==> src/nmea_gga_time_extractor_unit_defines.svh <==
// Assertion macros used by the NMEA GGA time extractor parser.
// Expects clk and rst_n in the scope where a macro is used.
`ifndef NMEA_GGA_TIME_EXTRACTOR_UNIT_DEFINES_SVH
`define NMEA_GGA_TIME_EXTRACTOR_UNIT_DEFINES_SVH

// The consequent must hold in the same cycle as the trigger.
`define NGET_ASSERT_NOW(label, trig, expr, msg) \
    label: assert property (@(posedge clk) disable iff (!rst_n) (trig) |-> (expr)) \
        else $error(msg);

// The consequent must hold in the cycle after the trigger.
`define NGET_ASSERT_NEXT(label, trig, expr, msg) \
    label: assert property (@(posedge clk) disable iff (!rst_n) (trig) |=> (expr)) \
        else $error(msg);

`endif

==> src/nget_pkg.sv <==
// Package for the NMEA GGA time extractor: character codes, parser phases,
// result struct and the small arithmetic helpers. No dependencies.
package nget_pkg;

    localparam int CAPTURE_LIMIT_DEFAULT = 16;
    localparam int DIGIT_COUNT           = 6;
    localparam int APB_ADDR_W            = 3;
    localparam int APB_DATA_W            = 32;

    localparam logic [3:0] TZ_HOURS_RESET = 4'd4;

    localparam logic [7:0] CHAR_DOLLAR = 8'h24;
    localparam logic [7:0] CHAR_G      = 8'h47;
    localparam logic [7:0] CHAR_P      = 8'h50;
    localparam logic [7:0] CHAR_A      = 8'h41;
    localparam logic [7:0] CHAR_STAR   = 8'h2A;
    localparam logic [7:0] CHAR_COMMA  = 8'h2C;

    localparam logic [7:0] HEX_DIGIT_MAX    = 8'h39;
    localparam logic [7:0] HEX_ALPHA_OFFSET = 8'h37;
    localparam logic [7:0] HOURS_HALF_DAY   = 8'd12;
    localparam int         CONVERT_MIN_COUNT = 7;

    // Register index of tz_hours (paddr[2] selects the register).
    localparam logic REG_TZ_HOURS = 1'b0;

    typedef enum logic [10:0] {
        PH_HUNT   = 11'b000_0000_0001,
        PH_G1     = 11'b000_0000_0010,
        PH_P      = 11'b000_0000_0100,
        PH_G2     = 11'b000_0000_1000,
        PH_G3     = 11'b000_0001_0000,
        PH_A      = 11'b000_0010_0000,
        PH_COMMA  = 11'b000_0100_0000,
        PH_TIME   = 11'b000_1000_0000,
        PH_STAR   = 11'b001_0000_0000,
        PH_CK_HI  = 11'b010_0000_0000,
        PH_CK_LO  = 11'b100_0000_0000
    } phase_t;

    typedef logic [3:0] digit_t;

    typedef struct packed {
        logic       valid;
        logic [7:0] hour;
        logic [7:0] minute;
        logic [7:0] second;
    } result_t;

    function automatic logic [7:0] digit_pair_value(digit_t tens, digit_t ones);
        return {1'b0, tens, 3'b000} + {3'b000, tens, 1'b0} + {4'b0000, ones};
    endfunction

    function automatic digit_t hex_nibble(logic [7:0] c);
        logic [7:0] adj;
        adj = (c > HEX_DIGIT_MAX) ? c - HEX_ALPHA_OFFSET : c;
        return adj[3:0];
    endfunction

    // UTC hour digits to local 12-hour digits {tens, ones}. The subtraction
    // may go below zero for large tz; that case counts as above nine.
    function automatic logic [7:0] to_local_hour(digit_t tens, digit_t ones,
                                                 logic [3:0] tz);
        logic [7:0] h0;
        logic [7:0] h1;
        logic [7:0] h2;
        logic [8:0] h3;
        logic [8:0] h4;
        logic       over9;
        h0 = digit_pair_value(tens, ones);
        h1 = (h0 > HOURS_HALF_DAY) ? h0 - HOURS_HALF_DAY : h0;
        h2 = (h1 <= {4'b0000, tz}) ? h1 + HOURS_HALF_DAY : h1;
        h3 = {1'b0, h2} - {5'b00000, tz};
        over9 = h3[8] || (h3[7:0] > 8'd9);
        h4 = h3 - 9'd10;
        return over9 ? {4'd1, h4[3:0]} : {4'd0, h3[3:0]};
    endfunction

endpackage

==> src/nget_ifs.sv <==
// Stream interfaces of the NMEA GGA time extractor: received bytes in,
// decoded time out. Depends on nothing.
interface nget_rx_if;
    logic       valid;
    logic       ready;
    logic [7:0] rx_byte;

    modport source (output valid, output rx_byte, input ready);
    modport sink   (input valid, input rx_byte, output ready);
endinterface

interface nget_time_if;
    logic       valid;
    logic       ready;
    logic [7:0] hour;
    logic [7:0] minute;
    logic [7:0] second;

    modport source (output valid, output hour, output minute, output second, input ready);
    modport sink   (input valid, input hour, input minute, input second, output ready);
endinterface

==> src/nmea_gga_time_extractor_unit.sv <==
// NMEA GGA time extractor: accepts one received byte per clock and reports
// local hour, minute and second when a GGA sentence with a good checksum
// carries a new time. A byte passes an input register, the parser updates
// its state from it, and any result lands in an output register. The input side
// stays ready while the output register is free or being emptied; only a result
// that the sink does not take stops the flow. tz_hours sits at APB address 0.
// Depends on nget_pkg, nget_ifs, nget_apb_regs and nget_parser.
module nmea_gga_time_extractor_unit #(
    parameter int CAPTURE_LIMIT = nget_pkg::CAPTURE_LIMIT_DEFAULT
) (
    input  logic                              clk,
    input  logic                              rst_n,
    nget_rx_if.sink                           rx_chan,
    nget_time_if.source                       time_chan,
    input  logic                              psel,
    input  logic                              penable,
    input  logic                              pwrite,
    input  logic [nget_pkg::APB_ADDR_W-1:0]   paddr,
    input  logic [nget_pkg::APB_DATA_W-1:0]   pwdata,
    output logic [nget_pkg::APB_DATA_W-1:0]   prdata,
    output logic                              pready
);

    logic              in_valid_reg;
    logic [7:0]        in_byte_reg;
    logic              advance;
    logic [3:0]        tz_hours;
    nget_pkg::result_t res;
    logic              out_valid_reg;
    logic [7:0]        hour_reg;
    logic [7:0]        minute_reg;
    logic [7:0]        second_reg;

    nget_apb_regs u_regs (
        .clk      (clk),
        .rst_n    (rst_n),
        .psel     (psel),
        .penable  (penable),
        .pwrite   (pwrite),
        .paddr    (paddr),
        .pwdata   (pwdata),
        .prdata   (prdata),
        .pready   (pready),
        .tz_hours (tz_hours)
    );

    nget_parser #(
        .CAPTURE_LIMIT (CAPTURE_LIMIT)
    ) u_parser (
        .clk       (clk),
        .rst_n     (rst_n),
        .item_fire (advance),
        .item_byte (in_byte_reg),
        .tz_hours  (tz_hours),
        .result    (res)
    );

    // A byte moves into the parser when the output register can take a result.
    assign advance       = in_valid_reg && (!out_valid_reg || time_chan.ready);
    assign rx_chan.ready = !in_valid_reg || advance;

    always_ff @(posedge clk or negedge rst_n)
    begin
        if (!rst_n)
        begin
            in_valid_reg <= 1'b0;
        end
        else if (rx_chan.ready)
        begin
            in_valid_reg <= rx_chan.valid;
        end
    end

    always_ff @(posedge clk)
    begin
        if (rx_chan.ready && rx_chan.valid)
        begin
            in_byte_reg <= rx_chan.rx_byte;
        end
    end

    always_ff @(posedge clk or negedge rst_n)
    begin
        if (!rst_n)
        begin
            out_valid_reg <= 1'b0;
        end
        else if (advance)
        begin
            out_valid_reg <= res.valid;
        end
        else if (time_chan.ready)
        begin
            out_valid_reg <= 1'b0;
        end
    end

    always_ff @(posedge clk)
    begin
        if (advance && res.valid)
        begin
            hour_reg   <= res.hour;
            minute_reg <= res.minute;
            second_reg <= res.second;
        end
    end

    assign time_chan.valid  = out_valid_reg;
    assign time_chan.hour   = hour_reg;
    assign time_chan.minute = minute_reg;
    assign time_chan.second = second_reg;

endmodule

==> src/nget_apb_regs.sv <==
// APB-style configuration register of the NMEA GGA time extractor (tz_hours).
// Depends on nget_pkg.
module nget_apb_regs (
    input  logic                                clk,
    input  logic                                rst_n,
    input  logic                                psel,
    input  logic                                penable,
    input  logic                                pwrite,
    input  logic [nget_pkg::APB_ADDR_W-1:0]     paddr,
    input  logic [nget_pkg::APB_DATA_W-1:0]     pwdata,
    output logic [nget_pkg::APB_DATA_W-1:0]     prdata,
    output logic                                pready,
    output logic [3:0]                          tz_hours
);

    logic [3:0] tz_reg;
    logic       wr_tz;

    assign pready = 1'b1;
    assign wr_tz  = psel && penable && pwrite && (paddr[2] == nget_pkg::REG_TZ_HOURS);

    always_ff @(posedge clk or negedge rst_n)
    begin
        if (!rst_n)
        begin
            tz_reg <= nget_pkg::TZ_HOURS_RESET;
        end
        else if (wr_tz)
        begin
            tz_reg <= pwdata[3:0];
        end
    end

    always_comb
    begin
        prdata = '0;
        if (paddr[2] == nget_pkg::REG_TZ_HOURS)
        begin
            prdata[3:0] = tz_reg;
        end
    end

    assign tz_hours = tz_reg;

endmodule

==> src/nget_parser.sv <==
// Sentence parser of the NMEA GGA time extractor: header match, time field
// capture, hour conversion, checksum and change detection.
// Depends on nget_pkg and the assertion macro header.
`include "nmea_gga_time_extractor_unit_defines.svh"

module nget_parser #(
    parameter int CAPTURE_LIMIT = nget_pkg::CAPTURE_LIMIT_DEFAULT
) (
    input  logic                clk,
    input  logic                rst_n,
    input  logic                item_fire,
    input  logic [7:0]          item_byte,
    input  logic [3:0]          tz_hours,
    output nget_pkg::result_t   result
);

    localparam int CNT_W = $clog2(CAPTURE_LIMIT + 1);

    nget_pkg::phase_t phase_reg, phase_next;
    logic [7:0]       xor_reg, xor_next;
    logic [7:0]       cap_sum_reg, cap_sum_next;
    logic [3:0]       rcv_hi_reg, rcv_hi_next;
    logic [CNT_W-1:0] count_reg, count_next;
    nget_pkg::digit_t digits_reg [nget_pkg::DIGIT_COUNT];
    nget_pkg::digit_t digits_next [nget_pkg::DIGIT_COUNT];
    nget_pkg::digit_t last_reg [nget_pkg::DIGIT_COUNT];
    nget_pkg::digit_t last_next [nget_pkg::DIGIT_COUNT];

    logic       sum_match;
    logic       digits_differ;
    logic [7:0] local_hour;

    always_comb
    begin
        digits_differ = 1'b0;
        for (int i = 0; i < nget_pkg::DIGIT_COUNT; i++)
        begin
            if (digits_reg[i] != last_reg[i])
            begin
                digits_differ = 1'b1;
            end
        end
    end

    assign sum_match  = (cap_sum_reg == {rcv_hi_reg, nget_pkg::hex_nibble(item_byte)});
    assign local_hour = nget_pkg::to_local_hour(digits_reg[0], digits_reg[1], tz_hours);

    always_comb
    begin
        phase_next   = phase_reg;
        xor_next     = (item_byte != nget_pkg::CHAR_STAR) ? xor_reg ^ item_byte : xor_reg;
        cap_sum_next = cap_sum_reg;
        rcv_hi_next  = rcv_hi_reg;
        count_next   = count_reg;
        digits_next  = digits_reg;
        last_next    = last_reg;
        result       = '0;

        unique case (phase_reg)
            nget_pkg::PH_HUNT:
            begin
                xor_next   = '0;
                phase_next = (item_byte == nget_pkg::CHAR_DOLLAR) ? nget_pkg::PH_G1
                                                                   : nget_pkg::PH_HUNT;
            end
            nget_pkg::PH_G1:
            begin
                phase_next = (item_byte == nget_pkg::CHAR_G) ? nget_pkg::PH_P
                                                              : nget_pkg::PH_HUNT;
            end
            nget_pkg::PH_P:
            begin
                phase_next = (item_byte == nget_pkg::CHAR_P) ? nget_pkg::PH_G2
                                                              : nget_pkg::PH_HUNT;
            end
            nget_pkg::PH_G2:
            begin
                phase_next = (item_byte == nget_pkg::CHAR_G) ? nget_pkg::PH_G3
                                                              : nget_pkg::PH_HUNT;
            end
            nget_pkg::PH_G3:
            begin
                phase_next = (item_byte == nget_pkg::CHAR_G) ? nget_pkg::PH_A
                                                              : nget_pkg::PH_HUNT;
            end
            nget_pkg::PH_A:
            begin
                phase_next = (item_byte == nget_pkg::CHAR_A) ? nget_pkg::PH_COMMA
                                                              : nget_pkg::PH_HUNT;
            end
            nget_pkg::PH_COMMA:
            begin
                count_next = '0;
                phase_next = (item_byte == nget_pkg::CHAR_COMMA) ? nget_pkg::PH_TIME
                                                                  : nget_pkg::PH_HUNT;
            end
            nget_pkg::PH_TIME:
            begin
                if (item_byte == nget_pkg::CHAR_COMMA)
                begin
                    // A full hhmmss.s field or longer gets the local-time rewrite.
                    if (count_reg > CNT_W'(nget_pkg::CONVERT_MIN_COUNT))
                    begin
                        digits_next[0] = local_hour[7:4];
                        digits_next[1] = local_hour[3:0];
                    end
                    count_next = '0;
                    phase_next = nget_pkg::PH_STAR;
                end
                else if (count_reg < CNT_W'(CAPTURE_LIMIT))
                begin
                    for (int i = 0; i < nget_pkg::DIGIT_COUNT; i++)
                    begin
                        if (count_reg == CNT_W'(i))
                        begin
                            digits_next[i] = item_byte[3:0];
                        end
                    end
                    count_next = count_reg + 1'b1;
                end
            end
            nget_pkg::PH_STAR:
            begin
                if (item_byte == nget_pkg::CHAR_STAR)
                begin
                    cap_sum_next = xor_reg;
                    phase_next   = nget_pkg::PH_CK_HI;
                end
            end
            nget_pkg::PH_CK_HI:
            begin
                rcv_hi_next = nget_pkg::hex_nibble(item_byte);
                phase_next  = nget_pkg::PH_CK_LO;
            end
            nget_pkg::PH_CK_LO:
            begin
                if (sum_match && digits_differ)
                begin
                    last_next     = digits_reg;
                    result.valid  = 1'b1;
                    result.hour   = nget_pkg::digit_pair_value(digits_reg[0], digits_reg[1]);
                    result.minute = nget_pkg::digit_pair_value(digits_reg[2], digits_reg[3]);
                    result.second = nget_pkg::digit_pair_value(digits_reg[4], digits_reg[5]);
                end
                for (int i = 0; i < nget_pkg::DIGIT_COUNT; i++)
                begin
                    digits_next[i] = '0;
                end
                phase_next = nget_pkg::PH_HUNT;
            end
            default:
            begin
                phase_next = nget_pkg::PH_HUNT;
            end
        endcase

        if (!item_fire)
        begin
            result.valid = 1'b0;
        end
    end

    always_ff @(posedge clk or negedge rst_n)
    begin
        if (!rst_n)
        begin
            phase_reg   <= nget_pkg::PH_HUNT;
            xor_reg     <= '0;
            cap_sum_reg <= '0;
            rcv_hi_reg  <= '0;
            count_reg   <= '0;
            for (int i = 0; i < nget_pkg::DIGIT_COUNT; i++)
            begin
                digits_reg[i] <= '0;
                last_reg[i]   <= '0;
            end
        end
        else if (item_fire)
        begin
            phase_reg   <= phase_next;
            xor_reg     <= xor_next;
            cap_sum_reg <= cap_sum_next;
            rcv_hi_reg  <= rcv_hi_next;
            count_reg   <= count_next;
            digits_reg  <= digits_next;
            last_reg    <= last_next;
        end
    end

    `NGET_ASSERT_NOW(a_result_only_at_sum, result.valid, item_fire && (phase_reg == nget_pkg::PH_CK_LO), "result outside the checksum phase")
    `NGET_ASSERT_NEXT(a_sentence_end_clears, item_fire && (phase_reg == nget_pkg::PH_CK_LO), (phase_reg == nget_pkg::PH_HUNT) && (digits_reg[0] == 4'd0) && (digits_reg[5] == 4'd0), "sentence end did not clear the parser")
    `NGET_ASSERT_NEXT(a_result_stores_digits, result.valid, (last_reg[2] == $past(digits_reg[2])) && (last_reg[4] == $past(digits_reg[4])), "reported digits not stored")
    `NGET_ASSERT_NOW(a_count_in_range, 1'b1, count_reg <= CNT_W'(CAPTURE_LIMIT), "field count past capture limit")

endmodule
==> src/flat_wrapper.sv <==
// flat-port wrapper written by rule: the top's interface ports become plain ports
module nmea_gga_time_extractor_unit_flat 
#(
    parameter int CAPTURE_LIMIT = nget_pkg::CAPTURE_LIMIT_DEFAULT
)
  (clk, rst_n, psel, penable, pwrite, paddr, pwdata, prdata, pready, rx_chan_valid, rx_chan_rx_byte, rx_chan_ready, time_chan_valid, time_chan_hour, time_chan_minute, time_chan_second, time_chan_ready);
  nget_rx_if rx_chan_i ();
  nget_time_if time_chan_i ();
  input  logic clk;
  input  logic rst_n;
  input  logic psel;
  input  logic penable;
  input  logic pwrite;
  input  logic [nget_pkg::APB_ADDR_W-1:0] paddr;
  input  logic [nget_pkg::APB_DATA_W-1:0] pwdata;
  output logic [nget_pkg::APB_DATA_W-1:0] prdata;
  output logic pready;
  input wire logic [$bits(rx_chan_i.valid)-1:0] rx_chan_valid;
  input wire logic [$bits(rx_chan_i.rx_byte)-1:0] rx_chan_rx_byte;
  output wire logic [$bits(rx_chan_i.ready)-1:0] rx_chan_ready;
  output wire logic [$bits(time_chan_i.valid)-1:0] time_chan_valid;
  output wire logic [$bits(time_chan_i.hour)-1:0] time_chan_hour;
  output wire logic [$bits(time_chan_i.minute)-1:0] time_chan_minute;
  output wire logic [$bits(time_chan_i.second)-1:0] time_chan_second;
  input wire logic [$bits(time_chan_i.ready)-1:0] time_chan_ready;
  assign rx_chan_i.valid = rx_chan_valid;
  assign rx_chan_i.rx_byte = rx_chan_rx_byte;
  assign rx_chan_ready = rx_chan_i.ready;
  assign time_chan_valid = time_chan_i.valid;
  assign time_chan_hour = time_chan_i.hour;
  assign time_chan_minute = time_chan_i.minute;
  assign time_chan_second = time_chan_i.second;
  assign time_chan_i.ready = time_chan_ready;
  nmea_gga_time_extractor_unit #(.CAPTURE_LIMIT(CAPTURE_LIMIT)) u_core (.clk(clk), .rst_n(rst_n), .rx_chan(rx_chan_i), .time_chan(time_chan_i), .psel(psel), .penable(penable), .pwrite(pwrite), .paddr(paddr), .pwdata(pwdata), .prdata(prdata), .pready(pready));
endmodule
==> config.mk <==
export PLATFORM = sky130hd
export DESIGN_NAME = nmea_gga_time_extractor_unit_flat
export DESIGN_NICKNAME = d
export VERILOG_FILES = /design/src/nget_pkg.sv /design/src/nget_ifs.sv /design/src/nmea_gga_time_extractor_unit.sv /design/src/nget_apb_regs.sv /design/src/nget_parser.sv /design/src/flat_wrapper.sv
export VERILOG_INCLUDE_DIRS = /design/src /design/src/src
export SDC_FILE = /design/constraint.sdc
export NUM_CORES = 1
export LEC_CHECK = 0
export ABC_CLOCK_PERIOD_IN_PS = 6300
export BUFFER_PORTS_ARGS = -buffer_cell sky130_fd_sc_hd__buf_2
export CORE_MARGIN = 8
export CORE_UTILIZATION = 55
export CTS_BUF_LIST = sky130_fd_sc_hd__clkbuf_4
export DETAILED_ROUTE_END_ITERATION = 8
export PLACE_DENSITY = 0.83
export RECOVER_POWER = 100
export SLEW_MARGIN = 5
export SYNTH_ARGS = -nofsm -noshare
export SYNTH_HDL_FRONTEND = slang
export SYNTH_SLANG_ARGS = --single-unit
==> constraint.sdc <==
create_clock -name clk -period 6.3 [get_ports clk]
set_clock_uncertainty 0.1 [all_clocks]
set_input_delay 0 -clock clk [delete_from_list [all_inputs] [get_ports clk]]
set_output_delay 0 -clock clk [all_outputs]
set_load 0.01 [all_outputs]
# ---- Word-level counts from Yosys, hierarchy flattened
# Cells that the tools add are included.
dict set report word_totals {
  out_inout_bits 59
  ff_bits 122
  input_bits 50
}
dict set report op_classes {
  add_sub_neg 12
  n_eq_ne 42
  reduce_logical 30
  muxes 42
  n_lt_le_gt_ge 6
  bitwise 2
}
# op n
set op_table {}
lappend op_table {{$pmux W11 S10} 1}
lappend op_table {{$mux W8} 7}
lappend op_table {{$mux W25} 2}
lappend op_table {{$pmux W24 S2} 1}
lappend op_table {{$mux W4} 9}
lappend op_table {{$reduce_and A5 Y1} 6}
lappend op_table {{$add A7 B5 Y8} 3}
lappend op_table {{$add A8 B4 Y8} 3}
lappend op_table {{$eq A8 B6 Y1 const B} 3}
lappend op_table {{$eq A8 B7 Y1 const B} 3}
lappend op_table {{$mux W24} 1}
lappend op_table {{$ne A4 B4 Y1} 6}
lappend op_table {{$mux W11} 2}
lappend op_table {{$mux W5} 4}
lappend op_table {{$gt A8 B4 Y1 const B} 2}
lappend op_table {{$mux W16} 1}
lappend op_table {{$ne A2 B2 Y1 const B} 8}
lappend op_table {{$ne A3 B3 Y1 const B} 4}
lappend op_table {{$reduce_and A3 Y1} 4}
lappend op_table {{$eq A11 B1 Y1 const B} 1}
lappend op_table {{$eq A11 B10 Y1 const B} 1}
lappend op_table {{$eq A11 B11 Y1 const B} 1}
lappend op_table {{$eq A11 B2 Y1 const B} 1}
lappend op_table {{$eq A11 B3 Y1 const B} 1}
lappend op_table {{35 further kinds} 59}

# ---- Depth between registers and ports, before layout
dict set report logic_depth {
  word_depth 13
  depth_mapped 25
}

# ---- Hierarchy
# Synthesis repeated with hierarchy kept, for this count alone.
dict set report unflattened {
  cells_unflattened 719
  hier_area_um2 7424.6
}
# mod cells_per_inst n_inst seq_area_each_um2 area_per_inst_um2
set by_module_without_submodules {}
lappend by_module_without_submodules {nget_parser 633 1 2103.3 5924.4}
lappend by_module_without_submodules {nmea_gga_time_extractor_unit 42 1 1011.0 1069.8}
lappend by_module_without_submodules {nget_apb_regs 44 1 101.3 430.4}

# ---- Least setup slack after synthesis
# Ideal clock, no wire load.
dict set report synth_path {
  path_kind {reg2reg}
  startpoint {register u_core.u_parser.digits_reg[19] (netlist bit)}
  endpoint {register u_core.u_parser.digits_reg[19] (netlist bit)}
  t_arrival_ns 5.164
  period_less_slack_ns 5.346
  path_buffers 1
  path_slack_ns 0.954
  setup_ns 0.082
  stages_incl_launch_ff 25
  cell_sequence {dfrtp_1 inv_1 fa_1 inv_1 ha_1 nand3_1 and3_1 or2_2 clkbuf_1 and4_1 xnor2_1 ha_1 a21o_1 a21oi_1 a41oi_1 nor3b_1 xnor2_1 ha_1 a21oi_1 xor2_1 a21oi_1 nor4_1 o31ai_1 mux2_2 a31oi_1}
}
dict set report synth_between {
  elab_chain_cells 12
}
# item line_no
set synth_rtl {}
lappend synth_rtl {{start: declaration} nget_parser.sv:24} ;# nget_pkg::digit_t digits_reg [nget_pkg::DIGIT_COUNT];
lappend synth_rtl {{start signal: assignment} nget_parser.sv:185} ;# digits_reg <= digits_next;
lappend synth_rtl {{$add A8 B4 Y8 *} nget_pkg.sv:51} ;# return {1'b0, tens, 3'b000} + {3'b000, tens, 1'b0} + {4'b0000, ones};
lappend synth_rtl {{$sub A8 B4 Y8 or $gt A8 B4 Y1 (tied branches)} nget_pkg.sv:71} ;# h1 = (h0 > HOURS_HALF_DAY) ? h0 - HOURS_HALF_DAY : h0;
lappend synth_rtl {{$mux W8 *} nget_pkg.sv:71}
lappend synth_rtl {{$add A8 B4 Y8 or $le A8 B4 Y1 (tied branches)} nget_pkg.sv:72} ;# h2 = (h1 <= {4'b0000, tz}) ? h1 + HOURS_HALF_DAY : h1;
lappend synth_rtl {{$mux W8 *} nget_pkg.sv:72}
lappend synth_rtl {{$sub A8 B4 Y9 *} nget_pkg.sv:73} ;# h3 = {1'b0, h2} - {5'b00000, tz};
lappend synth_rtl {{$gt A8 B4 Y1} nget_pkg.sv:74} ;# over9 = h3[8] || (h3[7:0] > 8'd9);
lappend synth_rtl {{$logic_or A1 B1 Y1} nget_pkg.sv:74}
lappend synth_rtl {{$mux W5 *} nget_pkg.sv:76} ;# return over9 ? {4'd1, h4[3:0]} : {4'd0, h3[3:0]};
lappend synth_rtl {{$mux W8 *} nget_parser.sv:102} ;# if (count_reg > CNT_W'(nget_pkg::CONVERT_MIN_COUNT))
lappend synth_rtl {{$mux W8 *} nget_parser.sv:99} ;# if (item_byte == nget_pkg::CHAR_COMMA)
lappend synth_rtl {{$pmux W24 S2 *} nget_parser.sv:59} ;# unique case (phase_reg)
# Every way passes the cells marked *; elsewhere a longest branch is shown, timed or not. The select of a mux whose other input is x is not followed.
# A chain may end at the register's enable or synchronous reset.

# ---- Final worst setup path
dict set report layout_path {
  startpoint {register u_core.u_parser.digits_reg[20] (netlist bit)}
  endpoint {register u_core.u_parser.digits_reg[19] (netlist bit)}
}
dict set report layout_between {
  elab_chain_cells 13
}
# item line_no
set layout_rtl {}
lappend layout_rtl {{$add A7 B5 Y8 *} nget_pkg.sv:51}
lappend layout_rtl {{$add A8 B4 Y8 *} nget_pkg.sv:51}
lappend layout_rtl {{$sub A8 B4 Y8 or $gt A8 B4 Y1 (tied branches)} nget_pkg.sv:71}
lappend layout_rtl {{$mux W8 *} nget_pkg.sv:71}
lappend layout_rtl {{$add A8 B4 Y8 or $le A8 B4 Y1 (tied branches)} nget_pkg.sv:72}
lappend layout_rtl {{$mux W8 *} nget_pkg.sv:72}
lappend layout_rtl {{$sub A8 B4 Y9 *} nget_pkg.sv:73}
lappend layout_rtl {{$gt A8 B4 Y1} nget_pkg.sv:74}
lappend layout_rtl {{$logic_or A1 B1 Y1} nget_pkg.sv:74}
lappend layout_rtl {{$mux W5 *} nget_pkg.sv:76}
lappend layout_rtl {{$mux W8 *} nget_parser.sv:102}
lappend layout_rtl {{$mux W8 *} nget_parser.sv:99}
lappend layout_rtl {{$pmux W24 S2 *} nget_parser.sv:59}
# Marked as above.

==> impl_metrics.csv <==
group,metric,value,unit
critical_path,start_kind,"flip-flop",
die,core_area,13090,um2
global_routing,grt_use_total,19.09,%
sta,slew_headroom,-203.1,%
die,ios,109,
critical_path,ff2ff_path_depth,22,
drt,routed_wirelength,16390,um
sta,clock.fmax,167.4,MHz
die,die_x,131.2,um
status,status,"finished, violations left",
status,violations,"max-capacitance violations, max-slew violations",
critical_path,critPathMaxStageDelay,0.51,ns
pwr,vdd_ir_drop_max,0.1646,mV
clock_tree,cts_tree,"yes",
drt,viasPerCell,5.795,
synthesis,synth_edf_count,32,
synthesis,syn_area_per_cell,10.59,um2
place,placed_cell_area,7571,um2
place,place_congestion,0.8786,
critical_path,crit_buf_inv,1,
drt,drt_pre_antenna_iters,5,
cells_and_area,final_cell_mix,"dfrtp_1, nand2_1, o21ai_0, ha_1",
synthesis,synth-seq-area-share,44.07,%
drt,drtIter0Drc,431,
critical_path,critPathMaxFanout,5,
clock_tree,clk_latency,0.54,ns
critical_path,path_delay_family,"adder cells",
critical_path,critical_path_depth,22,
pwr,power_leakage,0.003742,uW
sta,fin_tns_setup,0,ns
clock_tree,post-cts-setup-buffer-count,0,
sta,rsz0062_at_grt,"no",
sta,setup_viol,0,
global_routing,first_global_vias,5591,
place,port_buffers,49,
clock_tree,cts.sinks,122,
sta,min_period_over_period,94.80,%
critical_path,cp.required,6.65,ns
critical_path,path_cells,"inv_1 > fa_1 > fa_1 > nand2b_1 > a31oi_2 > nor2_1 > and4_1 > xnor2_1 > ha_1 > a21o_1 > a21oi_1 > a41oi_1 > nor3b_2 > xnor2_1 > ha_1 > a21oi_1 > xor2_1 > a21oi_1 > nor4_2 > o31ai_2 > mux2_2 > a31oi_1",
pwr,p_switching,534.3,uW
critical_path,crit_slowest_cell,"fa_1",
die,placementRows,42,
clock_tree,numCtsBuffers,17,
clock_tree,clk_path_buf_depth,2,
synthesis,synth.distinct_cells,64,
clock_tree,cts.htree.levels,4,
synthesis,ys_ff_latch,122,
clock_tree,cts_root_buf,"clkbuf_4",
pwr,clock_power_share,35.3,%
synthesis,syn_area,7296,um2
worst_hold_path,whs_path_depth,2,
cells_and_area,fin_nets,854,
sta,hold_violations,0,
critical_path,cp-end-kind,"flip-flop",
synthesis,synthCells,689,
cells_and_area,nFillCells,1044,
cells_and_area,area_growth,9.690,%
synthesis,ys.flop_type,"dfrtp_1",
place,hpwl,11800,um
worst_hold_path,hp-class,"in -> reg",
die,die_height,131.2,um
global_routing,grt_pass1_wl,27120,um
sta,slew_violations,97,
synthesis,yosysWarnings,0,
global_routing,antenna_found_initial,0,
critical_path,critPathMostFrequentCell,"a21oi_1",
pwr,internal_power,1336,uW
drt,drc,0,
pwr,cellPowerDensity,233.7,nW/um2
pwr,sequentialPowerShare,45.9,%
die,initial_utilization,55.76,%
flow_run,maxCapViolCount,2,
cells_and_area,postLayoutCellArea,8003,um2
pwr,p_comb_share,18.8,%
global_routing,grt_max_degree,87,
cells_and_area,num_antenna_cells,0,
cells_and_area,final_common_cell,"dfrtp_1",
synthesis,async_reset_ff_share,73.77,%
sta,fin_crit,5.972,ns
drt,ant_nets,0,
global_routing,grt-ovfl-total,0,
cells_and_area,drive_gt1_share,11.41,%
sta,worst_pin_slew,4.546,ns
die,dieArea,17210,um2
clock_tree,cts.clk_slew.worst_paths,0.10,ns
critical_path,critical_path_class,"reg -> reg",
drt,wl_per_cell,17.31,um
pwr,netSwitchingFraction,28.57,%
drt,vias,5488,
critical_path,critPathArrivalTime,6.32,ns
==> worst paths after layout <==
path / end / startpoint / slack [ns]
max: u_core.u_parser.digits_reg[19] / u_core.u_parser.digits_reg[20] / 0.33
min: u_core.in_byte_reg[2] / rx_chan_rx_byte[2] / 0.08
max reg2reg: u_core.u_parser.digits_reg[19] / u_core.u_parser.digits_reg[20] / 0.33
min reg2reg: u_core.u_parser.xor_reg[1] / u_core.u_parser.xor_reg[1] / 0.40
max in group asynchronous: u_core.u_parser.cap_sum_reg[2] / rst_n / 1.89
min in group asynchronous: u_core.u_parser.last_reg[5] / rst_n / 0.29
==> layout make-up <==
class                      count  area (um2)  area share (%)
inverter                      34       127.6           1.595
multi-input combinational    511        3670           45.86
clock buffer                  19       142.6           1.782
timing repair buffer          72       427.9           5.347
sequential                   122        3216           40.18
clock inverter                13       198.9           2.486
tap                          176       220.2           2.752
==> metal layers <==
metal	vias to the layer above	part of all wire [%]	track usage [%]
met4	0	2.3	6.649
met5	-	0	0
met3	43	5.7	5.297
met1	2694	41	21.57
li1	2539	-	-
met2	212	51	33.83
==> through the flow <==
stage | util, % | setup slack (ns) | power [uW] | hold WS (ns) | std cells
after floorplan | - | 0.9540 | 1120 | -0.3956 | 716
after global placement | 57.86 | 0.5129 | 1176 | -0.2956 | 894
after detailed placement | 57.86 | 0.1318 | 1195 | -0.2958 | 894
after CTS | 62.08 | 0.07258 | 1865 | 0.04736 | 947
after global routing | 61.16 | 0.05497 | 1953 | 0.05055 | 947
final | 61.16 | 0.3276 | 1870 | 0.08037 | 947
==> cells in the mapped netlist (7+ instances only) <==
library cell  instances  share of area (%)
dfrtp_1              88                 30
nand2_1              52                2.7
o21ai_0              43                2.9
ha_1                 39                6.7
a21oi_1              34                2.3
inv_1                34                1.7
edfxtp_1             32                 13
mux2_2               31                4.8
buf_4                29                3.0
nor2_1               29                1.5
xnor2_1              26                3.1
xor2_1               23                2.8
and2_1               20                1.7
mux2_4               18                3.7
nand3_1              17                1.2
clkbuf_1             16               0.82
nor4_1               15                1.3
a21o_1               10                1.0
nand2b_1              9               0.77
nand4_1               8               0.69
nor2b_1               8               0.69
nor3_1                8               0.55
fa_1                  7                1.9
==> cells by family after synthesis <==
kind of cell    Yosys count  synth area share (%)
simple gates            206                 15.59
compound gates          129                 10.86
flops                   122                 44.07
buf+inv                  83                 5.985
mux                      52                 8.901
xor+xnor                 49                 5.882
fa+ha+maj                46                 8.609
other cells               2                0.1029
==> power by group through the flow <==
stage | clock network [uW] | logic, uW | registers [uW]
2_1_floorplan | 0 | 257 | 863
3_3_place_gp | 0 | 302 | 874
3_5_place_dp | 0 | 320 | 876
4_1_cts | 667 | 338 | 860
5_1_grt | 703 | 387 | 863
6_report | 659 | 352 | 859
==> worst reg2reg max path, cell delays in order, from the launching register on <==
cell	delay [ns]
dfrtp_1	0.43
inv_1	0.10
fa_1	0.51
fa_1	0.50
nand2b_1	0.21
a31oi_2	0.35
nor2_1	0.11
and4_1	0.24
xnor2_1	0.21
ha_1	0.28
a21o_1	0.16
a21oi_1	0.13
a41oi_1	0.08
nor3b_2	0.26
xnor2_1	0.17
ha_1	0.30
a21oi_1	0.18
xor2_1	0.36
a21oi_1	0.10
nor4_2	0.44
o31ai_2	0.18
mux2_2	0.30
a31oi_1	0.17
==> repair_timing <==
action | 4_1_cts | 5_1_grt
endpoints found under the setup margin | 0 | 4
hold buffers | 21 | 0
hold endpoints to repair | 110 | 0
gates resized for setup | 0 | 6
No activity file was read; power rests on OpenSTA's default activity.
